`src/headers_frame_segmenter_unit_assert.svh`:
```
// Assertion macros shared by the frame segmenter RTL.
`ifndef HEADERS_FRAME_SEGMENTER_UNIT_ASSERT_SVH
`define HEADERS_FRAME_SEGMENTER_UNIT_ASSERT_SVH

// The consequent must hold in the same cycle as the antecedent.
`define HFS_ASSERT_SAME(label, clk, rst_n, ante, cons) \
    label: assert property (@(posedge clk) disable iff (!rst_n) (ante) |-> (cons)) \
        else $error("frame segmenter assertion failed");

// The consequent must hold in the cycle after the antecedent.
`define HFS_ASSERT_NEXT(label, clk, rst_n, ante, cons) \
    label: assert property (@(posedge clk) disable iff (!rst_n) (ante) |=> (cons)) \
        else $error("frame segmenter assertion failed");

`endif

```
`src/hfs_pkg.sv`:
```
// Types and constants of the header block frame segmenter.
`timescale 1ns / 1ps

package hfs_pkg;

    localparam int unsigned LEN_W       = 24;
    localparam int unsigned CNT_W       = 3;
    localparam int unsigned PLAN_DEPTH  = 6;
    localparam int unsigned QUEUE_DEPTH = 7;
    localparam int unsigned CFG_IDX_W   = 3;
    localparam int unsigned CFG_DATA_W  = 32;

    localparam logic [LEN_W-1:0] LEN_MAX = 24'hFFFFFF;
    localparam logic [2:0] PRIORITY_BYTES = 3'd5;

    localparam logic [1:0] OP_BEGIN  = 2'd0;
    localparam logic [1:0] OP_BYTE   = 2'd1;
    localparam logic [1:0] OP_FINISH = 2'd2;

    localparam logic [1:0] KIND_PAYLOAD = 2'd0;
    localparam logic [1:0] KIND_PAD_RUN = 2'd1;
    localparam logic [1:0] KIND_HEADER  = 2'd2;
    localparam logic [1:0] KIND_STATUS  = 2'd3;

    localparam logic [1:0] STATUS_OK      = 2'd0;
    localparam logic [1:0] STATUS_BAD_OP  = 2'd1;
    localparam logic [1:0] STATUS_BAD_CFG = 2'd2;

    localparam logic [3:0] TYPE_HEADERS      = 4'd1;
    localparam logic [3:0] TYPE_CONTINUATION = 4'd9;

    localparam logic [7:0] FLAG_END_STREAM  = 8'h01;
    localparam logic [7:0] FLAG_END_HEADERS = 8'h04;
    localparam logic [7:0] FLAG_PADDED      = 8'h08;
    localparam logic [7:0] FLAG_PRIORITY    = 8'h20;

    localparam logic [CFG_IDX_W-1:0] CFG_STREAM_NUMBER = 3'd0;
    localparam logic [CFG_IDX_W-1:0] CFG_MAX_PAYLOAD   = 3'd1;
    localparam logic [CFG_IDX_W-1:0] CFG_FIRST_CAP     = 3'd2;
    localparam logic [CFG_IDX_W-1:0] CFG_PAD_COUNT     = 3'd3;
    localparam logic [CFG_IDX_W-1:0] CFG_PRIO_ENABLE   = 3'd4;
    localparam logic [CFG_IDX_W-1:0] CFG_PRIO_DEP      = 3'd5;
    localparam logic [CFG_IDX_W-1:0] CFG_PRIO_WEIGHT   = 3'd6;
    localparam logic [CFG_IDX_W-1:0] CFG_END_STREAM    = 3'd7;

    typedef struct packed {
        logic [30:0]      stream_number;
        logic [LEN_W-1:0] max_frame_payload;
        logic [LEN_W-1:0] first_buffer_cap;
        logic [7:0]       pad_count;
        logic             priority_enable;
        logic [31:0]      priority_dependency;
        logic [7:0]       priority_weight;
        logic             end_stream_flag;
    } cfg_t;

    typedef struct packed {
        logic             block_open;
        logic             block_done;
        logic             in_first_frame;
        logic [LEN_W-1:0] bytes_in_frame;
    } state_t;

    typedef struct packed {
        logic [1:0]       item_kind;
        logic [7:0]       out_byte;
        logic [7:0]       pad_run;
        logic [LEN_W-1:0] frame_length;
        logic [3:0]       frame_type;
        logic [7:0]       frame_flags;
        logic [1:0]       status;
        logic             last_of_run;
    } result_t;

endpackage

```
`src/hfs_cmd_if.sv`:
```
// Input channel carrying block operations.
`timescale 1ns / 1ps

interface hfs_cmd_if;
    logic       valid;
    logic       ready;
    logic [1:0] opcode;
    logic [7:0] block_byte;

    modport source (output valid, output opcode, output block_byte, input ready);
    modport sink (input valid, input opcode, input block_byte, output ready);
endinterface

```
`src/hfs_res_if.sv`:
```
// Output channel carrying framing results.
`timescale 1ns / 1ps

interface hfs_res_if;
    logic        valid;
    logic        ready;
    logic [1:0]  item_kind;
    logic [7:0]  out_byte;
    logic [7:0]  pad_run;
    logic [23:0] frame_length;
    logic [3:0]  frame_type;
    logic [7:0]  frame_flags;
    logic [1:0]  status;
    logic        last_of_run;

    modport source (output valid, output item_kind, output out_byte, output pad_run,
                    output frame_length, output frame_type, output frame_flags,
                    output status, output last_of_run, input ready);
    modport sink (input valid, input item_kind, input out_byte, input pad_run,
                  input frame_length, input frame_type, input frame_flags,
                  input status, input last_of_run, output ready);
endinterface

```
`src/hfs_cfg_if.sv`:
```
// Configuration write channel.
`timescale 1ns / 1ps

interface hfs_cfg_if;
    logic        valid;
    logic        ready;
    logic [2:0]  index;
    logic [31:0] data;

    modport source (output valid, output index, output data, input ready);
    modport sink (input valid, input index, input data, output ready);
endinterface

```
`src/headers_frame_segmenter_unit.sv`:
```
// Top level of the header block frame segmenter.
// The cmd channel carries one operation per transaction: begin, one encoded
// header block byte, or finish. The res channel returns the results of each
// operation in order: payload bytes, zero pad runs, frame header descriptors
// and status-only results, with last_of_run set on the final result of each.
// The cfg channel writes the eight framing registers and is always ready;
// the user must write it only while no results are pending; the block does not enforce this.
// An accepted command's results are registered into the result queue, behind
// any result still held there, and leave it through res in order. A command
// yields one to six results, each taking its own transfer on res; a command is
// accepted whenever at most one result is still queued, so while res is ready a
// stream of block bytes runs at one per cycle apart from frame boundaries. The
// result queue and its single output port set that rate.
// When res is stalled, results wait in the queue and cmd stops accepting once
// more than one result is held. Reset loads the register defaults, closes any
// block and empties the queue.
`timescale 1ns / 1ps
`include "headers_frame_segmenter_unit_assert.svh"

module headers_frame_segmenter_unit (
    input  logic        clk,
    input  logic        rst_n,
    hfs_cmd_if.sink     cmd,
    hfs_res_if.source   res,
    hfs_cfg_if.sink     cfg
);

    hfs_pkg::cfg_t                    cfg_reg;
    hfs_pkg::state_t                  state_reg;
    hfs_pkg::state_t                  state_next;
    hfs_pkg::result_t                 plan [hfs_pkg::PLAN_DEPTH];
    logic [hfs_pkg::CNT_W-1:0]        plan_count;
    hfs_pkg::result_t                 q_reg [hfs_pkg::QUEUE_DEPTH];
    hfs_pkg::result_t                 q_next [hfs_pkg::QUEUE_DEPTH];
    logic [hfs_pkg::CNT_W-1:0]        cnt_reg;
    logic [hfs_pkg::CNT_W-1:0]        cnt_next;
    logic                             cmd_take;
    logic                             res_take;
    logic                             keep_head;

    hfs_plan u_plan (
        .opcode     (cmd.opcode),
        .block_byte (cmd.block_byte),
        .cfg        (cfg_reg),
        .state      (state_reg),
        .plan       (plan),
        .plan_count (plan_count),
        .state_next (state_next)
    );

    assign cmd.ready = (cnt_reg <= hfs_pkg::CNT_W'(1));
    assign cfg.ready = 1'b1;
    assign cmd_take  = cmd.valid && cmd.ready;
    assign res_take  = res.valid && res.ready;
    assign keep_head = (cnt_reg == hfs_pkg::CNT_W'(1)) && !res_take;

    assign res.valid        = (cnt_reg != '0);
    assign res.item_kind    = q_reg[0].item_kind;
    assign res.out_byte     = q_reg[0].out_byte;
    assign res.pad_run      = q_reg[0].pad_run;
    assign res.frame_length = q_reg[0].frame_length;
    assign res.frame_type   = q_reg[0].frame_type;
    assign res.frame_flags  = q_reg[0].frame_flags;
    assign res.status       = q_reg[0].status;
    assign res.last_of_run  = q_reg[0].last_of_run;

    always_comb
    begin
        for (int i = 0; i < hfs_pkg::QUEUE_DEPTH; i++)
        begin
            q_next[i] = q_reg[i];
        end
        cnt_next = cnt_reg - hfs_pkg::CNT_W'(res_take);
        if (cmd_take)
        begin
            cnt_next = cnt_next + plan_count;
            if (keep_head)
            begin
                for (int i = 0; i < hfs_pkg::PLAN_DEPTH; i++)
                begin
                    q_next[i + 1] = plan[i];
                end
            end
            else
            begin
                for (int i = 0; i < hfs_pkg::PLAN_DEPTH; i++)
                begin
                    q_next[i] = plan[i];
                end
            end
        end
        else if (res_take)
        begin
            for (int i = 0; i < hfs_pkg::QUEUE_DEPTH - 1; i++)
            begin
                q_next[i] = q_reg[i + 1];
            end
        end
    end

    always_ff @(posedge clk)
    begin
        for (int i = 0; i < hfs_pkg::QUEUE_DEPTH; i++)
        begin
            q_reg[i] <= q_next[i];
        end
    end

    always_ff @(posedge clk or negedge rst_n)
    begin
        if (!rst_n)
        begin
            cnt_reg   <= '0;
            state_reg <= '0;
        end
        else
        begin
            cnt_reg <= cnt_next;
            if (cmd_take)
            begin
                state_reg <= state_next;
            end
        end
    end

    always_ff @(posedge clk or negedge rst_n)
    begin
        if (!rst_n)
        begin
            cfg_reg <= '{stream_number: 31'd1, max_frame_payload: 24'd16384, default: '0};
        end
        else if (cfg.valid && cfg.ready)
        begin
            case (cfg.index)
                hfs_pkg::CFG_STREAM_NUMBER: cfg_reg.stream_number     <= cfg.data[30:0];
                hfs_pkg::CFG_MAX_PAYLOAD:   cfg_reg.max_frame_payload <= cfg.data[23:0];
                hfs_pkg::CFG_FIRST_CAP:     cfg_reg.first_buffer_cap  <= cfg.data[23:0];
                hfs_pkg::CFG_PAD_COUNT:     cfg_reg.pad_count         <= cfg.data[7:0];
                hfs_pkg::CFG_PRIO_ENABLE:   cfg_reg.priority_enable   <= cfg.data[0];
                hfs_pkg::CFG_PRIO_DEP:      cfg_reg.priority_dependency <= cfg.data;
                hfs_pkg::CFG_PRIO_WEIGHT:   cfg_reg.priority_weight   <= cfg.data[7:0];
                hfs_pkg::CFG_END_STREAM:    cfg_reg.end_stream_flag   <= cfg.data[0];
                default:
                begin
                end
            endcase
        end
    end

    `HFS_ASSERT_SAME(a_open_done_excl, clk, rst_n, state_reg.block_done, !state_reg.block_open)
    `HFS_ASSERT_SAME(a_first_in_open, clk, rst_n, state_reg.in_first_frame, state_reg.block_open)
    `HFS_ASSERT_SAME(a_single_is_last, clk, rst_n, cnt_reg == hfs_pkg::CNT_W'(1), q_reg[0].last_of_run)
    `HFS_ASSERT_NEXT(a_finish_done, clk, rst_n, cmd_take && cmd.opcode == hfs_pkg::OP_FINISH && state_reg.block_open, state_reg.block_done && res.valid)

endmodule

```
`src/hfs_plan.sv`:
```
// Computes the result list and the next framing state for one transaction.
`timescale 1ns / 1ps

module hfs_plan (
    input  logic [1:0]                              opcode,
    input  logic [7:0]                              block_byte,
    input  hfs_pkg::cfg_t                           cfg,
    input  hfs_pkg::state_t                         state,
    output hfs_pkg::result_t                        plan [hfs_pkg::PLAN_DEPTH],
    output logic [hfs_pkg::CNT_W-1:0]               plan_count,
    output hfs_pkg::state_t                         state_next
);

    logic [7:0]                   pend_pad;
    logic [hfs_pkg::LEN_W:0]      used;
    logic                         room_zero;
    logic [hfs_pkg::LEN_W-1:0]    seal_len;
    logic [7:0]                   first_flags;
    logic                         pad_nz;
    logic [8:0]                   reserved;
    logic [hfs_pkg::LEN_W-1:0]    cap;
    logic                         cfg_bad;
    logic [hfs_pkg::CNT_W-1:0]    prefix_n;
    logic [7:0]                   seq [hfs_pkg::PLAN_DEPTH];
    hfs_pkg::result_t             pad_entry;
    hfs_pkg::result_t             hdr_entry;
    hfs_pkg::result_t             byte_entry;
    hfs_pkg::result_t             status_entry;

    always_comb
    begin
        pad_nz   = (cfg.pad_count != 8'd0);
        pend_pad = state.in_first_frame ? cfg.pad_count : 8'd0;
        used     = {1'b0, state.bytes_in_frame} + (hfs_pkg::LEN_W + 1)'(pend_pad);
        room_zero = !({1'b0, cfg.max_frame_payload} > used);
        seal_len = used[hfs_pkg::LEN_W] ? hfs_pkg::LEN_MAX : used[hfs_pkg::LEN_W-1:0];

        first_flags = 8'd0;
        if (state.in_first_frame)
        begin
            if (cfg.end_stream_flag)
            begin
                first_flags = first_flags | hfs_pkg::FLAG_END_STREAM;
            end
            if (pad_nz)
            begin
                first_flags = first_flags | hfs_pkg::FLAG_PADDED;
            end
            if (cfg.priority_enable)
            begin
                first_flags = first_flags | hfs_pkg::FLAG_PRIORITY;
            end
        end

        pad_entry           = '0;
        pad_entry.item_kind = hfs_pkg::KIND_PAD_RUN;
        pad_entry.pad_run   = pend_pad;

        hdr_entry              = '0;
        hdr_entry.item_kind    = hfs_pkg::KIND_HEADER;
        hdr_entry.frame_length = seal_len;
        hdr_entry.frame_type   = state.in_first_frame ? hfs_pkg::TYPE_HEADERS
                                                      : hfs_pkg::TYPE_CONTINUATION;
        hdr_entry.frame_flags  = first_flags;

        byte_entry           = '0;
        byte_entry.item_kind = hfs_pkg::KIND_PAYLOAD;
        byte_entry.out_byte  = block_byte;

        status_entry           = '0;
        status_entry.item_kind = hfs_pkg::KIND_STATUS;
        status_entry.status    = hfs_pkg::STATUS_BAD_OP;

        reserved = 9'(pad_nz) + (cfg.priority_enable ? 9'(hfs_pkg::PRIORITY_BYTES) : 9'd0)
                 + 9'(cfg.pad_count);
        cap = cfg.max_frame_payload;
        if (cfg.first_buffer_cap != '0 && cfg.first_buffer_cap < cap)
        begin
            cap = cfg.first_buffer_cap;
        end
        cfg_bad = (cfg.stream_number == '0) || (cfg.max_frame_payload == '0)
               || (hfs_pkg::LEN_W'(reserved) > cfg.max_frame_payload)
               || (hfs_pkg::LEN_W'(reserved) > cap);
        prefix_n = hfs_pkg::CNT_W'(pad_nz)
                 + (cfg.priority_enable ? hfs_pkg::PRIORITY_BYTES : 3'd0);

        if (pad_nz)
        begin
            seq[0] = cfg.pad_count;
            seq[1] = cfg.priority_dependency[31:24];
            seq[2] = cfg.priority_dependency[23:16];
            seq[3] = cfg.priority_dependency[15:8];
            seq[4] = cfg.priority_dependency[7:0];
            seq[5] = cfg.priority_weight;
        end
        else
        begin
            seq[0] = cfg.priority_dependency[31:24];
            seq[1] = cfg.priority_dependency[23:16];
            seq[2] = cfg.priority_dependency[15:8];
            seq[3] = cfg.priority_dependency[7:0];
            seq[4] = cfg.priority_weight;
            seq[5] = 8'd0;
        end

        for (int i = 0; i < hfs_pkg::PLAN_DEPTH; i++)
        begin
            plan[i] = '0;
        end
        plan[0]    = status_entry;
        plan_count = hfs_pkg::CNT_W'(1);
        state_next = state;

        case (opcode)
            hfs_pkg::OP_BEGIN:
            begin
                if (state.block_open || state.block_done)
                begin
                    plan[0] = status_entry;
                end
                else if (cfg_bad)
                begin
                    plan[0].status = hfs_pkg::STATUS_BAD_CFG;
                end
                else
                begin
                    state_next.block_open     = 1'b1;
                    state_next.in_first_frame = 1'b1;
                    state_next.bytes_in_frame = hfs_pkg::LEN_W'(prefix_n);
                    if (prefix_n == '0)
                    begin
                        plan[0].status = hfs_pkg::STATUS_OK;
                    end
                    else
                    begin
                        plan_count = prefix_n;
                        for (int i = 0; i < hfs_pkg::PLAN_DEPTH; i++)
                        begin
                            if (hfs_pkg::CNT_W'(i) < prefix_n)
                            begin
                                plan[i]           = '0;
                                plan[i].item_kind = hfs_pkg::KIND_PAYLOAD;
                                plan[i].out_byte  = seq[i];
                            end
                        end
                    end
                end
            end
            hfs_pkg::OP_BYTE:
            begin
                if (state.block_open && cfg.max_frame_payload != '0)
                begin
                    if (room_zero)
                    begin
                        state_next.in_first_frame = 1'b0;
                        state_next.bytes_in_frame = hfs_pkg::LEN_W'(1);
                        if (pend_pad != 8'd0)
                        begin
                            plan[0]    = pad_entry;
                            plan[1]    = hdr_entry;
                            plan[2]    = byte_entry;
                            plan_count = hfs_pkg::CNT_W'(3);
                        end
                        else
                        begin
                            plan[0]    = hdr_entry;
                            plan[1]    = byte_entry;
                            plan_count = hfs_pkg::CNT_W'(2);
                        end
                    end
                    else
                    begin
                        plan[0] = byte_entry;
                        state_next.bytes_in_frame = state.bytes_in_frame + hfs_pkg::LEN_W'(1);
                    end
                end
            end
            hfs_pkg::OP_FINISH:
            begin
                if (state.block_open)
                begin
                    state_next.block_open     = 1'b0;
                    state_next.block_done     = 1'b1;
                    state_next.in_first_frame = 1'b0;
                    state_next.bytes_in_frame = '0;
                    if (pend_pad != 8'd0)
                    begin
                        plan[0]             = pad_entry;
                        plan[1]             = hdr_entry;
                        plan[1].frame_flags = first_flags | hfs_pkg::FLAG_END_HEADERS;
                        plan_count          = hfs_pkg::CNT_W'(2);
                    end
                    else
                    begin
                        plan[0]             = hdr_entry;
                        plan[0].frame_flags = first_flags | hfs_pkg::FLAG_END_HEADERS;
                    end
                end
            end
            default:
            begin
                plan[0] = status_entry;
            end
        endcase

        for (int i = 0; i < hfs_pkg::PLAN_DEPTH; i++)
        begin
            plan[i].last_of_run = (hfs_pkg::CNT_W'(i) == plan_count - hfs_pkg::CNT_W'(1));
        end
    end

endmodule
```
`src/flat_wrapper.sv`:
```
// flat-port wrapper written by rule: the top's interface ports become plain ports
module headers_frame_segmenter_unit_flat 
  (clk, rst_n, cmd_valid, cmd_opcode, cmd_block_byte, cmd_ready, res_valid, res_item_kind, res_out_byte, res_pad_run, res_frame_length, res_frame_type, res_frame_flags, res_status, res_last_of_run, res_ready, cfg_valid, cfg_index, cfg_data, cfg_ready);
  hfs_cmd_if cmd_i ();
  hfs_res_if res_i ();
  hfs_cfg_if cfg_i ();
  input  logic clk;
  input  logic rst_n;
  input wire logic [$bits(cmd_i.valid)-1:0] cmd_valid;
  input wire logic [$bits(cmd_i.opcode)-1:0] cmd_opcode;
  input wire logic [$bits(cmd_i.block_byte)-1:0] cmd_block_byte;
  output wire logic [$bits(cmd_i.ready)-1:0] cmd_ready;
  output wire logic [$bits(res_i.valid)-1:0] res_valid;
  output wire logic [$bits(res_i.item_kind)-1:0] res_item_kind;
  output wire logic [$bits(res_i.out_byte)-1:0] res_out_byte;
  output wire logic [$bits(res_i.pad_run)-1:0] res_pad_run;
  output wire logic [$bits(res_i.frame_length)-1:0] res_frame_length;
  output wire logic [$bits(res_i.frame_type)-1:0] res_frame_type;
  output wire logic [$bits(res_i.frame_flags)-1:0] res_frame_flags;
  output wire logic [$bits(res_i.status)-1:0] res_status;
  output wire logic [$bits(res_i.last_of_run)-1:0] res_last_of_run;
  input wire logic [$bits(res_i.ready)-1:0] res_ready;
  input wire logic [$bits(cfg_i.valid)-1:0] cfg_valid;
  input wire logic [$bits(cfg_i.index)-1:0] cfg_index;
  input wire logic [$bits(cfg_i.data)-1:0] cfg_data;
  output wire logic [$bits(cfg_i.ready)-1:0] cfg_ready;
  assign cmd_i.valid = cmd_valid;
  assign cmd_i.opcode = cmd_opcode;
  assign cmd_i.block_byte = cmd_block_byte;
  assign cmd_ready = cmd_i.ready;
  assign res_valid = res_i.valid;
  assign res_item_kind = res_i.item_kind;
  assign res_out_byte = res_i.out_byte;
  assign res_pad_run = res_i.pad_run;
  assign res_frame_length = res_i.frame_length;
  assign res_frame_type = res_i.frame_type;
  assign res_frame_flags = res_i.frame_flags;
  assign res_status = res_i.status;
  assign res_last_of_run = res_i.last_of_run;
  assign res_i.ready = res_ready;
  assign cfg_i.valid = cfg_valid;
  assign cfg_i.index = cfg_index;
  assign cfg_i.data = cfg_data;
  assign cfg_ready = cfg_i.ready;
  headers_frame_segmenter_unit u_core (.clk(clk), .rst_n(rst_n), .cmd(cmd_i), .res(res_i), .cfg(cfg_i));
endmodule
```
`config.mk`:
```
export PLATFORM = sky130hd
export DESIGN_NAME = headers_frame_segmenter_unit_flat
export DESIGN_NICKNAME = d
export VERILOG_FILES = /design/src/hfs_pkg.sv /design/src/hfs_cmd_if.sv /design/src/hfs_res_if.sv /design/src/hfs_cfg_if.sv /design/src/headers_frame_segmenter_unit.sv /design/src/hfs_plan.sv /design/src/flat_wrapper.sv
export VERILOG_INCLUDE_DIRS = /design/src /design/src/src
export SDC_FILE = /design/constraint.sdc
export NUM_CORES = 1
export LEC_CHECK = 0
export BUFFER_PORTS_ARGS = -buffer_cell sky130_fd_sc_hd__buf_2
export CELL_PAD_IN_SITES_DETAIL_PLACEMENT = 1
export CELL_PAD_IN_SITES_GLOBAL_PLACEMENT = 1
export CORE_UTILIZATION = 40
export DETAILED_ROUTE_END_ITERATION = 6
export HOLD_SLACK_MARGIN = 0.03
export PLACE_DENSITY_LB_ADDON = 0.1
export SLEW_MARGIN = 25
export SYNTH_ARGS = -nofsm -noshare
export SYNTH_HDL_FRONTEND = slang
export SYNTH_SLANG_ARGS = --single-unit
```
`constraint.sdc`:
```
create_clock -name clk -period 5.18 [get_ports clk]
set_input_delay 0.259 -clock clk [delete_from_list [all_inputs] [get_ports clk]]
set_output_delay 0.259 -clock clk [all_outputs]
set_load 0.03 [all_outputs]
```
After elaboration in Yosys (flattened, before gate mapping). Memories as Yosys holds them, arrays and structs flattened. Index checks and enable logic that the tools add are counted.

Bits in read-only memories: 0. Flip-flop bits (word level): 159. Bits in writable memories: 399. Latch bits: 0. Word-level logic and storage cells: 155. Output and inout port bits: 60. Memories: 1. Input port bits: 50.

Bitwise operators: 0. Equal/unequal tests: 20. Multipliers: 0. Magnitude comparators: 11. Shift-type cells: 0. Multiplexer cells: 67. Reductions and logical operators: 35. Div/mod/pow operators: 0. Add/sub/neg operators: 8.

Memory list: u_core.q_reg (depth 7, width 57, rd ports 7, clocked after Yosys merged registers in 0, write ports 7, line headers_frame_segmenter_unit.sv:33) `hfs_pkg::result_t q_reg [hfs_pkg::QUEUE_DEPTH];`.

Operators with widths (number): two-way mux 342 bit (2); two-way mux 57 bit (12); two-way mux 286 bit (2); two-way mux 285 bit (2); two-way mux 114 bit (3); two-way mux 171 bit (2); case mux 57 bit (3 select lines) (2); two-way mux 55 bit (6); case mux 57 bit (2 select lines) (1); two-way mux 54 bit (2); two-way mux 25 bit (4); case mux 25 bit (3 select lines) (1); two-way mux 24 bit (3); > comparator 9 x 24 -> 1 bit (2); two-way mux 48 bit (1); nonzero test 24 bit (2); zero test 31 bit (1); adder 24 x 8 -> 25 bit (1); > comparator 24 x 25 -> 1 bit (1); adder 24 x 1 -> 24 bit, second input constant (1); zero test 24 bit (1); less-than comparator 24 bit (1); two-way mux 3 bit (8); two-way mux 8 bit (2); 39 further kinds (78).

Logic depth before layout (Yosys ltp). Gate-level depths: netlist of the first run.

Word-level depth: 15. Depth in mapped cells: 25. Gate-level depth less buffers: 24.

Cells and area by module. A second synthesis of the first run with hierarchy kept.

Cell total of the unflattened synthesis: 2867. Area, all modules: 30488.0 um^2.

Modules (own cells, without submodules): headers_frame_segmenter_unit (area an instance 23690.2 um^2, instances 1, cells an instance 1812); hfs_plan (area an instance 6797.8 um^2, instances 1, cells an instance 1055).

Worst setup path before layout of the first run. Ideal clock, no wire load.

Path kind: register to register. From: register, netlist name u_core.cnt_reg[2]. To: memory u_core.q_reg[0][0] (netlist bit) (enable). Path slack: -756 ps. Arrival: 5522 ps. Cell stages (with the launch flop): 6. Buffers on the path: 1. Setup time: 414 ps. Path through: dfrtp_1 -> nor2_1 -> nand2_1 -> clkbuf_1 -> nand2b_1 -> and2_1.

RTL lines (line): end: declaration (headers_frame_segmenter_unit.sv:33).

==> results.md, run 1 <==
* Max incr delay on CP at 0.52 ns
* Crit path max fanout at 6
* Multi-input gate area at 8670 µm²
* Slowest CP cell: or4_1
* Maximum vdd drop at 0.296 mV
* #FFs+latches synth at 336
* FF/Latch Area at 9300 µm²
* CTS Buf Count at 41
* Setup_tns at 0 ns
* Outcome: finished clean
* ANT cells at 0
* Worst slew pin tran at 0.927 ns
* Layout area overhead at 27.1%
* Worst-path clk slew at 0.06 ns
* Vias at 14100
* Antenna violations before repair at 0
* RSZ-0062 raised after global routing: yes
* Post-synth EDFFs at 177
* Crit-path most repeated cell: buf_4
* Clk_skew at 0.0160 ns
* 1st-pass router iterations at 5
* Total GRT Usage at 0.255
* Clk pwr share at 0.258
* Pleak at 9.33 nW
* Total Wirelength at 57.2 mm
* Logic gate share of total power at 0.364
* Die Area at 45200 µm²
* Core area at 43500 µm²
* DP HPWL at 40.9 mm
* Period utilisation layout at 0.987
* Global-route wire length before repair at 87.1 mm
* Cell variety after synth at 70
* Pre-CTS WS at -0.522 ns
* Vias in the first global route at 14600
* Relative slew margins at 0.382
* Antenna viol nets, final at 0
* Ports at 110
* DRT iter0 DRCs at 803
* Clk buf depth at 3
* Largest delay share family, worst path: compound AO/OA/AOI/OAI gates
* Number of I/O port buffers at 102
* CTS tree: done
* Vias/cell at 5.59
* Initial core utilization at 0.408
* Seq pwr share at 0.378
* Async S/R FF share, synth at 0.473
* Final hold slack at 0.0553 ns
* Cell count after synthesis at 1624
* P_int at 7.10 mW
* H-tree Lvls at 2
* Dpl cell area at 20100 µm²
* Fill cell count at 4666
* Sw power at 3.90 mW
* Max_cap viols at 0
* CP Class: register to register
* Clock Latency Late Sink at 0.56 ns
* Fraction of layout cells with a size suffix above 1 at 0.317
* Slew Viols, Final at 0
* DIE HEIGHT at 213 µm
* Worst R2R Setup Slack at 0.06 ns
* Die Wd at 213 µm
* Switching part of the total at 0.355
* Drt wl/cell at 22.6 µm
* Max reg flops at 177
* Synth Flop Type: edfxtp_1
* Final setup fails at 0
* CP Capture Type: register
* Post-synthesis sequential area ratio at 0.524
* Post-route minimum period at 5.12 ns
* CP Cell Sequence: nand2_2 -> inv_2 -> ha_4 -> fa_2 -> a211oi_4 -> o21bai_2 -> o2111ai_1 -> buf_4 -> nor3_4 -> xnor2_2 -> ha_1 -> a211oi_2 -> o21ai_1 -> a211oi_2 -> a221oi_4 -> o21a_1 -> o211ai_1 -> buf_4 -> nand3_4 -> buf_4 -> buf_4 -> or4_1 -> nand3_1
* Grt ovf at 0
* Cell Rows at 76
* Synth warnings at 0
* Worst min path class: input pin to register
* Total power at 11.0 mW
* Power density over the cells at 488 nW/µm²
* Mapped Avg Cell Area at 10.9 µm²
* Synthesized area at 17700 µm²
* Drt drc at 0
* Largest net degree at the start of global routing at 87
* Fmax at 195 MHz
* GPL Wtd Cong at 0.880
* Startpoint Class: register
* Final hold vios at 0
* Root buffer cell: clkbuf_16
* Clock Sinks at 336
* Design area at 22600 µm²
* Worst EP required at 5.60 ns
* Buf/Inv on CP at 5
* Worst path arrival time at 5.54 ns
* Nets at 2055
* Final critical-path setup slack at 0.0648 ns
[power groups by stage]
| stage | combinational (mW) | sequential (mW) | clock (mW) |
|---|---|---|---|
| after global routing | 4.36 | 4.24 | 2.99 |
| after detailed placement | 3.57 | 4.19 | 0 |
| after floorplan | 1.81 | 4.48 | 0 |
| final | 4.01 | 4.16 | 2.83 |
| after CTS | 3.70 | 4.15 | 2.90 |
| after global placement | 3.44 | 4.15 | 0 |
[final timing paths]
check,start,end,cells after the start
max,u_core.state_reg[24],u_core.q_reg[1][0],23
min,cfg_data[17],u_core.cfg_reg[91],3
max reg2reg,u_core.state_reg[24],u_core.q_reg[1][0],23
min reg2reg,u_core.state_reg[25],u_core.state_reg[25],1
max in group asynchronous,rst_n,u_core.state_reg[24],3
min in group asynchronous,rst_n,u_core.state_reg[11],2
[logic make-up after synthesis]
family	after synthesis	share of synthesized area
AOI/OAI and AO/OA	393	0.147
xor gates and xnor gates	29	0.0143
adders and majority gates	90	0.0647
buffers and inverters	146	0.0331
DFF	336	0.524
muxes	142	0.0877
other	2	0.000423
and+or+nand+nor	486	0.129
[final cells by class]
cell class	count	share of cell area
sequential	336	0.412
multi-input combinational	1149	0.384
timing repair buffer	331	0.103
clock buffer	52	0.0514
tap	585	0.0325
inverter	56	0.00932
clock inverter	22	0.00721
[worst register-to-register path: stages, from the launching register on]
cell       delay [ns]
dfrtp_2          0.44
nand2_2          0.10
inv_2            0.06
ha_4             0.16
fa_2             0.38
a211oi_4         0.28
o21bai_2         0.11
o2111ai_1        0.20
buf_4            0.20
nor3_4           0.06
xnor2_2          0.16
ha_1             0.34
a211oi_2         0.25
o21ai_1          0.11
a211oi_2         0.30
a221oi_4         0.14
o21a_1           0.22
o211ai_1         0.24
buf_4            0.18
nand3_4          0.09
buf_4            0.18
buf_4            0.15
or4_1            0.52
nand3_1          0.10
[layout by cell type (no fill, tap or decap), types with 11 or more instances in the layout]
| cell | instances |
|---|---|
| a21o_1 | 19 |
| a21oi_1 | 54 |
| a22o_1 | 28 |
| a22oi_1 | 22 |
| and2_1 | 25 |
| and3_1 | 11 |
| buf_2 | 101 |
| buf_4 | 209 |
| clkbuf_16 | 43 |
| dfrtp_1 | 155 |
| dlygate4sd3_1 | 11 |
| edfxtp_1 | 177 |
| ha_1 | 69 |
| ha_4 | 15 |
| inv_1 | 49 |
| mux2_2 | 108 |
| mux2i_1 | 33 |
| nand2_1 | 163 |
| nand2b_1 | 17 |
| nand3_1 | 21 |
| nand4_1 | 20 |
| nor2_1 | 110 |
| nor3_1 | 22 |
| nor4_1 | 19 |
| o211ai_1 | 16 |
| o21ai_0 | 103 |
| o21ai_1 | 19 |
| o221ai_1 | 15 |
| o31ai_1 | 12 |
| xnor2_1 | 11 |
[cell usage after synthesis (4+ instances only)]
cell type,instances,share of area
o21ai_0,123,0.035
and3_1,11,0.0039
a22oi_1,22,0.0093
edfxtp_1,177,0.30
dfrtp_1,157,0.22
ha_1,87,0.061
nor4_1,23,0.0081
o21bai_1,9,0.0038
a211oi_1,9,0.0038
nand2b_1,19,0.0067
or2_2,4,0.0014
o221ai_1,16,0.0079
a22o_1,30,0.015
inv_1,55,0.012
a211o_1,4,0.0020
a32o_1,10,0.0056
nand3b_1,4,0.0017
a32oi_1,4,0.0020
a21o_1,19,0.0080
nor2b_1,10,0.0035
mux2_2,108,0.069
and2_1,27,0.0095
nand4_1,20,0.0071
mux2i_1,34,0.019
xor2_1,13,0.0064
nand2_1,169,0.036
a31oi_1,11,0.0039
o31ai_1,18,0.0076
nand3_1,26,0.0073
buf_4,7,0.0030
o21a_1,10,0.0042
a21oi_1,65,0.018
clkbuf_1,73,0.015
nor3_1,29,0.0082
o211ai_1,16,0.0068
buf_1,5,0.0011
or3_1,12,0.0042
xnor2_1,16,0.0079
buf_2,4,0.0011
nor2_1,117,0.025
[per-stage QoR]
step	std cells	util
2_1_floorplan	1630	-
3_3_place_gp	2407	0.462
3_5_place_dp	2407	0.462
4_1_cts	2507	0.501
5_1_grt	2531	0.519
6_report	2531	0.519
[repair_timing]
item	in CTS	in global routing
cloned	1	0
setup endpoints to repair	180	162
hold endpoints to repair	100	0
buffers inserted	14	26
pin swaps	16	61
hold buffers	11	0
gates resized for setup	38	123
[routing by layer]
layer,up-vias,GRT usage,part of all wire
met2,315,0.399,0.46
met1,7178,0.369,0.48
met3,65,0.0344,0.040
met5,-,0,0
li1,6579,-,-
met4,0,0.0685,0.021
Note: power is estimated with default switching activity, not from simulation.
==> run 2: changes to the inputs <==
--- a/config.mk
+++ b/config.mk
@@ -9,7 +9,7 @@
 export BUFFER_PORTS_ARGS = -buffer_cell sky130_fd_sc_hd__buf_2
 export CELL_PAD_IN_SITES_DETAIL_PLACEMENT = 1
 export CELL_PAD_IN_SITES_GLOBAL_PLACEMENT = 1
-export CORE_UTILIZATION = 40
+export CORE_UTILIZATION = 45
 export DETAILED_ROUTE_END_ITERATION = 6
 export HOLD_SLACK_MARGIN = 0.03
 export PLACE_DENSITY_LB_ADDON = 0.1
==> results.md, run 2 (synthesized netlist as in run 1, its figures left out) <==
* Clock Latency Late Sink at 0.56 ns (about the same)
* CTS Buf Count at 40 (-2.4%)
* Global-route wire length before repair at 87.8 mm (+0.89%)
* Max reg flops at 177 (unchanged)
* Initial core utilization at 0.458 (+0.0498)
* Maximum vdd drop at 0.337 mV (+14%)
* Final hold slack at 0.0513 ns (-0.00394 ns)
* Final hold vios at 0 (unchanged)
* Largest net degree at the start of global routing at 81 (-6.9%)
* Post-Place Cells at 2342 (-2.7%)
* Startpoint Class: register
* Clk_skew at 0.0157 ns (-0.000308 ns)
* Grt ovf at 0 (unchanged)
* Clk buf depth at 3 (unchanged)
* GPL Wtd Cong at 0.894 (+1.6%)
* Total Wirelength at 58.2 mm (+1.6%)
* Pre-CTS WS at -0.526 ns (-0.00439 ns)
* DP HPWL at 40.8 mm (-0.13%)
* 1st-pass router iterations at 5 (unchanged)
* Antenna viol nets, final at 0 (unchanged)
* Buf/Inv on CP at 3 (-2)
* Total GRT Usage at 0.282 (+0.0274)
* Die Wd at 201 µm (-5.7%)
* Vias at 14400 (+1.6%)
* Worst-path clk slew at 0.06 ns (about the same)
* Max incr delay on CP at 0.44 ns (-0.08 ns)
* Worst EP required at 5.66 ns (+0.06 ns)
* RSZ-0062 raised after global routing: yes
* Cell Count, Final, Fillers Out at 2456 (-3.0%)
* Final setup fails at 1 (+1)
* Slowest CP cell: dfrtp_2
* Post-route minimum period at 5.20 ns (+0.0808 ns)
* Power density over the cells at 494 nW/µm² (+1.3%)
* Max_cap viols at 0 (unchanged)
* Drt wl/cell at 23.7 µm (+4.7%)
* Final critical-path setup slack at -0.0160 ns (-0.0808 ns)
* Slew Viols, Final at 0 (unchanged)
* Nets at 2053 (-0.097%)
* Worst min path class: input pin to register
* Die Area at 40200 µm² (-11%)
* Pleak at 9.30 nW (-0.24%)
* Number of I/O port buffers at 102 (unchanged)
* Fmax at 192 MHz (-1.6%)
* Vias/cell at 5.85 (+4.7%)
* Fraction of layout cells with a size suffix above 1 at 0.323 (+0.00647)
* Commonest non-fill, non-tap cell in the layout: buf_4
* Largest delay share family, worst path: compound AO/OA/AOI/OAI gates
* CTS tree: done
* Relative slew margins at 0.394 (+0.0117)
* Layout area overhead at 27.1% (about the same)
* Period utilisation layout at 1.00 (+0.0156)
* Cell Rows at 72 (-5.3%)
* DRT iter0 DRCs at 910 (+13%)
* CP Cell Sequence: buf_4 -> nand2_1 -> inv_1 -> ha_4 -> or2_4 -> a21oi_4 -> o31ai_4 -> nand4_1 -> nor2b_2 -> xnor2_1 -> ha_1 -> o21ai_0 -> o21ai_1 -> a211oi_2 -> a221oi_4 -> o21a_1 -> o211ai_1 -> buf_4 -> nand3_4 -> ha_4 -> fa_2 -> nand2b_4 -> mux2i_1 -> xnor2_1
* Worst slew pin tran at 0.909 ns (-0.0176 ns)
* Clock Sinks at 336 (unchanged)
* Worst path arrival time at 5.68 ns (+0.14 ns)
* Crit path max fanout at 5 (-1)
* Ports at 110 (unchanged)
* Most frequent cells in the layout: buf_4 (210), edfxtp_1 (177), nand2_1 (161)
* Antenna violations before repair at 0 (unchanged)
* Vias in the first global route at 14800 (+1.6%)
* Drt drc at 0 (unchanged)
* CP Capture Type: register
* Root buffer cell: clkbuf_16
* CP Class: register to register
* DIE HEIGHT at 201 µm (-5.7%)
* Failing checks: setup timing
* H-tree Lvls at 2 (unchanged)
* ANT cells at 0 (unchanged)
* Outcome: finished, violations left
* Core area at 38700 µm² (-11%)
run 2: cell types whose count changed in the layout (fill, tap and decap cells not counted), moves of 6 or more:
cell      before  now
nor2_1       110  104
o21ai_0      103  117
clkinv_1      10    2
o21ai_1       19    6
run 2: repair_timing:
action                                 CTS  global route
cloned                                   0             1
setup buffers                            9            28
endpoints found under the hold margin   64             0
resized for setup                       28           130
hold buffers                            11             0
setup endpoints to repair              104           159
pin swaps                               10            67
run 2: per-stage QoR:
step / instance area (µm²) / setup TNS, ns / power, mW / util
after floorplan: 17800 / 0 / 6.29 / -
after global placement: 20000 / -8.15 / 7.56 / 0.516
after detailed placement: 20000 / -19.19 / 7.75 / 0.516
after CTS: 21700 / -0.0445 / 10.8 / 0.559
after global routing: 22600 / -5.20 / 11.7 / 0.582
final: 22600 / -0.0160 / 11.1 / 0.582
run 2: area by class of cell:
cell class,instances,area (µm²)
clock buffer,52,1120
timing repair buffer,330,2310
tap,518,648
multi-input combinational,1149,8720
fill,4116,16200
sequential,336,9300
inverter,56,210
clock inverter,15,250
run 2: layer usage:
layer,routed length [µm],vias up,global-route usage
met2,27200,385,0.444
met1,26900,7325,0.410
li1,-,6577,-
met4,1360,0,0.0782
met5,0,-,0
met3,2720,75,0.0362
run 2: final timing paths:
check | startpoint | endpoint | slack, ns | cells after the start
setup / recovery | u_core.state_reg[24] | u_core.cnt_reg[2] | -0.02 | 24
hold / removal | cfg_data[22] | u_core.cfg_reg[96] | 0.05 | 3
setup reg to reg | u_core.state_reg[24] | u_core.cnt_reg[2] | -0.02 | 24
hold reg to reg | u_core.state_reg[25] | u_core.state_reg[25] | 0.51 | 1
max in group asynchronous | rst_n | u_core.cfg_reg[106] | 3.72 | 3
min in group asynchronous | rst_n | u_core.state_reg[9] | 0.24 | 2
run 2: power breakdown:
| group | total (mW) | internal, mW | switching (mW) |
|---|---|---|---|
| combinational | 4.01 | 1.59 | 2.42 |
| clock | 2.96 | 1.82 | 1.14 |
| sequential | 4.17 | 3.79 | 0.381 |
| total | 11.1 | 7.20 | 3.94 |
run 2: worst min-delay path, stage by stage:
cell	delay, ns
buf_2	0.16
nand2_1	0.07
o21ai_0	0.07
==> run 3: changes to the inputs <==
--- a/config.mk
+++ b/config.mk
@@ -10,10 +10,12 @@
 export CELL_PAD_IN_SITES_DETAIL_PLACEMENT = 1
 export CELL_PAD_IN_SITES_GLOBAL_PLACEMENT = 1
 export CORE_UTILIZATION = 45
+export CTS_BUF_LIST = sky130_fd_sc_hd__clkbuf_8
 export DETAILED_ROUTE_END_ITERATION = 6
 export HOLD_SLACK_MARGIN = 0.03
 export PLACE_DENSITY_LB_ADDON = 0.1
-export SLEW_MARGIN = 25
+export SLEW_MARGIN = 10
 export SYNTH_ARGS = -nofsm -noshare
 export SYNTH_HDL_FRONTEND = slang
 export SYNTH_SLANG_ARGS = --single-unit
+export TNS_END_PERCENT = 30
==> results.md, run 3 (synthesized netlist as in run 1, its figures left out) <==
* Worst EP required at 5.75 ns (+0.09 ns)
* Commonest non-fill, non-tap cell in the layout: buf_4
* Vias at 14700 (+2.4%)
* Final hold vios at 0 (unchanged)
* Antenna violations before repair at 2 (+2)
* Drt wl/cell at 23.4 µm (-1.0%)
* Crit-path most repeated cell: buf_4
* Antenna viol nets, final at 0 (unchanged)
* Clock Latency Late Sink at 0.67 ns (+0.11 ns)
* ANT cells at 0 (unchanged)
* Global-route wire length before repair at 90.0 mm (+2.5%)
* Clk pwr share at 0.231 (-0.035)
* Fmax at 191 MHz (-0.63%)
* Slowest CP cell: dfrtp_2
* Vias in the first global route at 15300 (+3.0%)
* Worst slew pin tran at 1.16 ns (+0.252 ns)
* Die Wd at 201 µm (unchanged)
* DP HPWL at 40.7 mm (-0.18%)
* Multi-input gate area at 8510 µm² (-2.4%)
* Max_cap viols at 0 (unchanged)
* Vias/cell at 5.80 (-0.85%)
* Outcome: finished, violations left
* Logic gate share of total power at 0.373 (+0.013)
* Max incr delay on CP at 0.44 ns (about the same)
* Power density over the cells at 468 nW/µm² (-5.3%)
* Worst path arrival time at 5.80 ns (+0.12 ns)
* Slew Viols, Final at 0 (unchanged)
* Fraction of layout cells with a size suffix above 1 at 0.310 (-0.0128)
* CP Capture Type: register
* Ports at 110 (unchanged)
* Total power at 10.5 mW (-5.4%)
* Post-route minimum period at 5.23 ns (+0.0328 ns)
* Max reg flops at 177 (unchanged)
* CTS tree: done
* H-tree Lvls at 2 (unchanged)
* Final critical-path setup slack at -0.0488 ns (-0.0328 ns)
* Nets at 2115 (+3.0%)
* Core Util, Final at 0.582 (about the same)
* Period utilisation layout at 1.01 (+0.00633)
* Clock Sinks at 336 (unchanged)
* Switching part of the total at 0.367 (+0.0134)
* CP Class: register to register
* Grt ovf at 0 (unchanged)
* Most frequent cells in the layout: buf_4 (218), edfxtp_1 (177), nand2_1 (162)
* Maximum vdd drop at 0.240 mV (-29%)
* Sw power at 3.87 mW (-1.8%)
* Post-Place Cells at 2342 (unchanged)
* Core area at 38700 µm² (unchanged)
* Initial core utilization at 0.458 (unchanged)
* CTS Buf Count at 58 (+45%)
* Worst min path class: input pin to async pin
* Drt drc at 0 (unchanged)
* Clk buf depth at 3 (unchanged)
* Failing checks: setup timing
* Layout area overhead at 27.0% (about the same)
* Number of I/O port buffers at 102 (unchanged)
* Clk_skew at 0.0373 ns (+0.0216 ns)
* Fill cell count at 4145 (+0.70%)
* Seq pwr share at 0.395 (+0.020)
* Total GRT Usage at 0.289 (+0.00718)
* Design area at 22500 µm² (about the same)
* Largest net degree at the start of global routing at 81 (unchanged)
* FF/Latch Area at 9300 µm² (unchanged)
* Worst-path clk slew at 0.06 ns (about the same)
* Cell Rows at 72 (unchanged)
* Total Wirelength at 59.5 mm (+2.2%)
* Dpl cell area at 20000 µm² (about the same)
* P_int at 6.67 mW (-7.3%)
* Cell Count, Final, Fillers Out at 2536 (+3.3%)
* Die Area at 40200 µm² (unchanged)
* DIE HEIGHT at 201 µm (unchanged)
* Root buffer cell: clkbuf_8
* Crit path max fanout at 6 (+1)
* 1st-pass router iterations at 6 (+1)
* Final hold slack at 0.109 ns (+0.0574 ns)
* Startpoint Class: register
* GPL Wtd Cong at 0.894 (unchanged)
* Relative slew margins at 0.226 (-0.168)
* RSZ-0062 raised after global routing: yes
* Pleak at 9.44 nW (+1.5%)
* DRT iter0 DRCs at 1103 (+21%)
* Final setup fails at 2 (+1)
[run 3: power groups by stage]
| stage | clock, mW | sequential (mW) | combinational (mW) |
|---|---|---|---|
| finish | 2.44 | 4.17 | 3.94 |
| global route | 2.60 | 4.24 | 4.25 |
| CTS | 2.49 | 4.15 | 3.64 |
| detailed placement | 0 | 4.20 | 3.54 |
| global placement | 0 | 4.14 | 3.42 |
| floorplan | 0 | 4.48 | 1.81 |
[run 3: layer usage]
| layer | global-route usage | wire length [µm] | up-vias |
|---|---|---|---|
| met3 | 0.0472 | 2980 | 98 |
| met1 | 0.411 | 27300 | 7463 |
| met2 | 0.449 | 27200 | 429 |
| met5 | 0 | 9 | - |
| met4 | 0.102 | 1980 | 2 |
| li1 | - | - | 6712 |
[run 3: per-stage QoR]
step / worst slack, ns / TNS (ns)
6_report: -0.0488 / -0.0973
5_1_grt: -0.279 / -5.08
3_3_place_gp: -0.400 / -8.15
3_5_place_dp: -0.520 / -21.94
4_1_cts: -0.0612 / -0.104
2_1_floorplan: 0.000655 / 0
[run 3: timing repair]
action	in CTS	in global routing
pin swaps	13	47
hold buffers	45	0
gates cloned	0	1
endpoints found under the hold margin	177	0
buffers inserted	18	28
setup endpoints to repair	109	160
gates resized for setup	30	99
[run 3: worst max-delay path: cells and delay by family, from the launching register on]
family                     cells  cell delay [ns]
adders and majority gates      5             1.44
buffers and inverters          4             0.61
DFF                            1             0.44
AOI/OAI and AO/OA              9             1.75
xor gates and xnor gates       2             0.29
muxes                          1             0.15
and+or+nand+nor                4             0.42
[run 3: final timing paths]
path	from	slack, ns	endpoint	cells past startpoint
worst max-delay path	u_core.state_reg[24]	-0.05	u_core.cnt_reg[2]	25
worst min-delay path	rst_n	0.11	u_core.state_reg[9]	2
worst max register to register	u_core.state_reg[24]	-0.05	u_core.cnt_reg[2]	25
worst min register to register	u_core.state_reg[25]	0.49	u_core.state_reg[25]	1
max in group asynchronous	rst_n	3.88	u_core.cfg_reg[79]	3
min in group clk	res_ready	0.13	u_core.cnt_reg[0]	4
[run 3: final cells by class]
| type | instances | area share |
|---|---|---|
| inverters | 56 | 0.00933 |
| flip-flops and latches | 336 | 0.413 |
| clock inverters | 40 | 0.0121 |
| well taps | 518 | 0.0288 |
| multi-input cells | 1149 | 0.378 |
| clock buffers | 63 | 0.0385 |
| repair buffers | 374 | 0.121 |
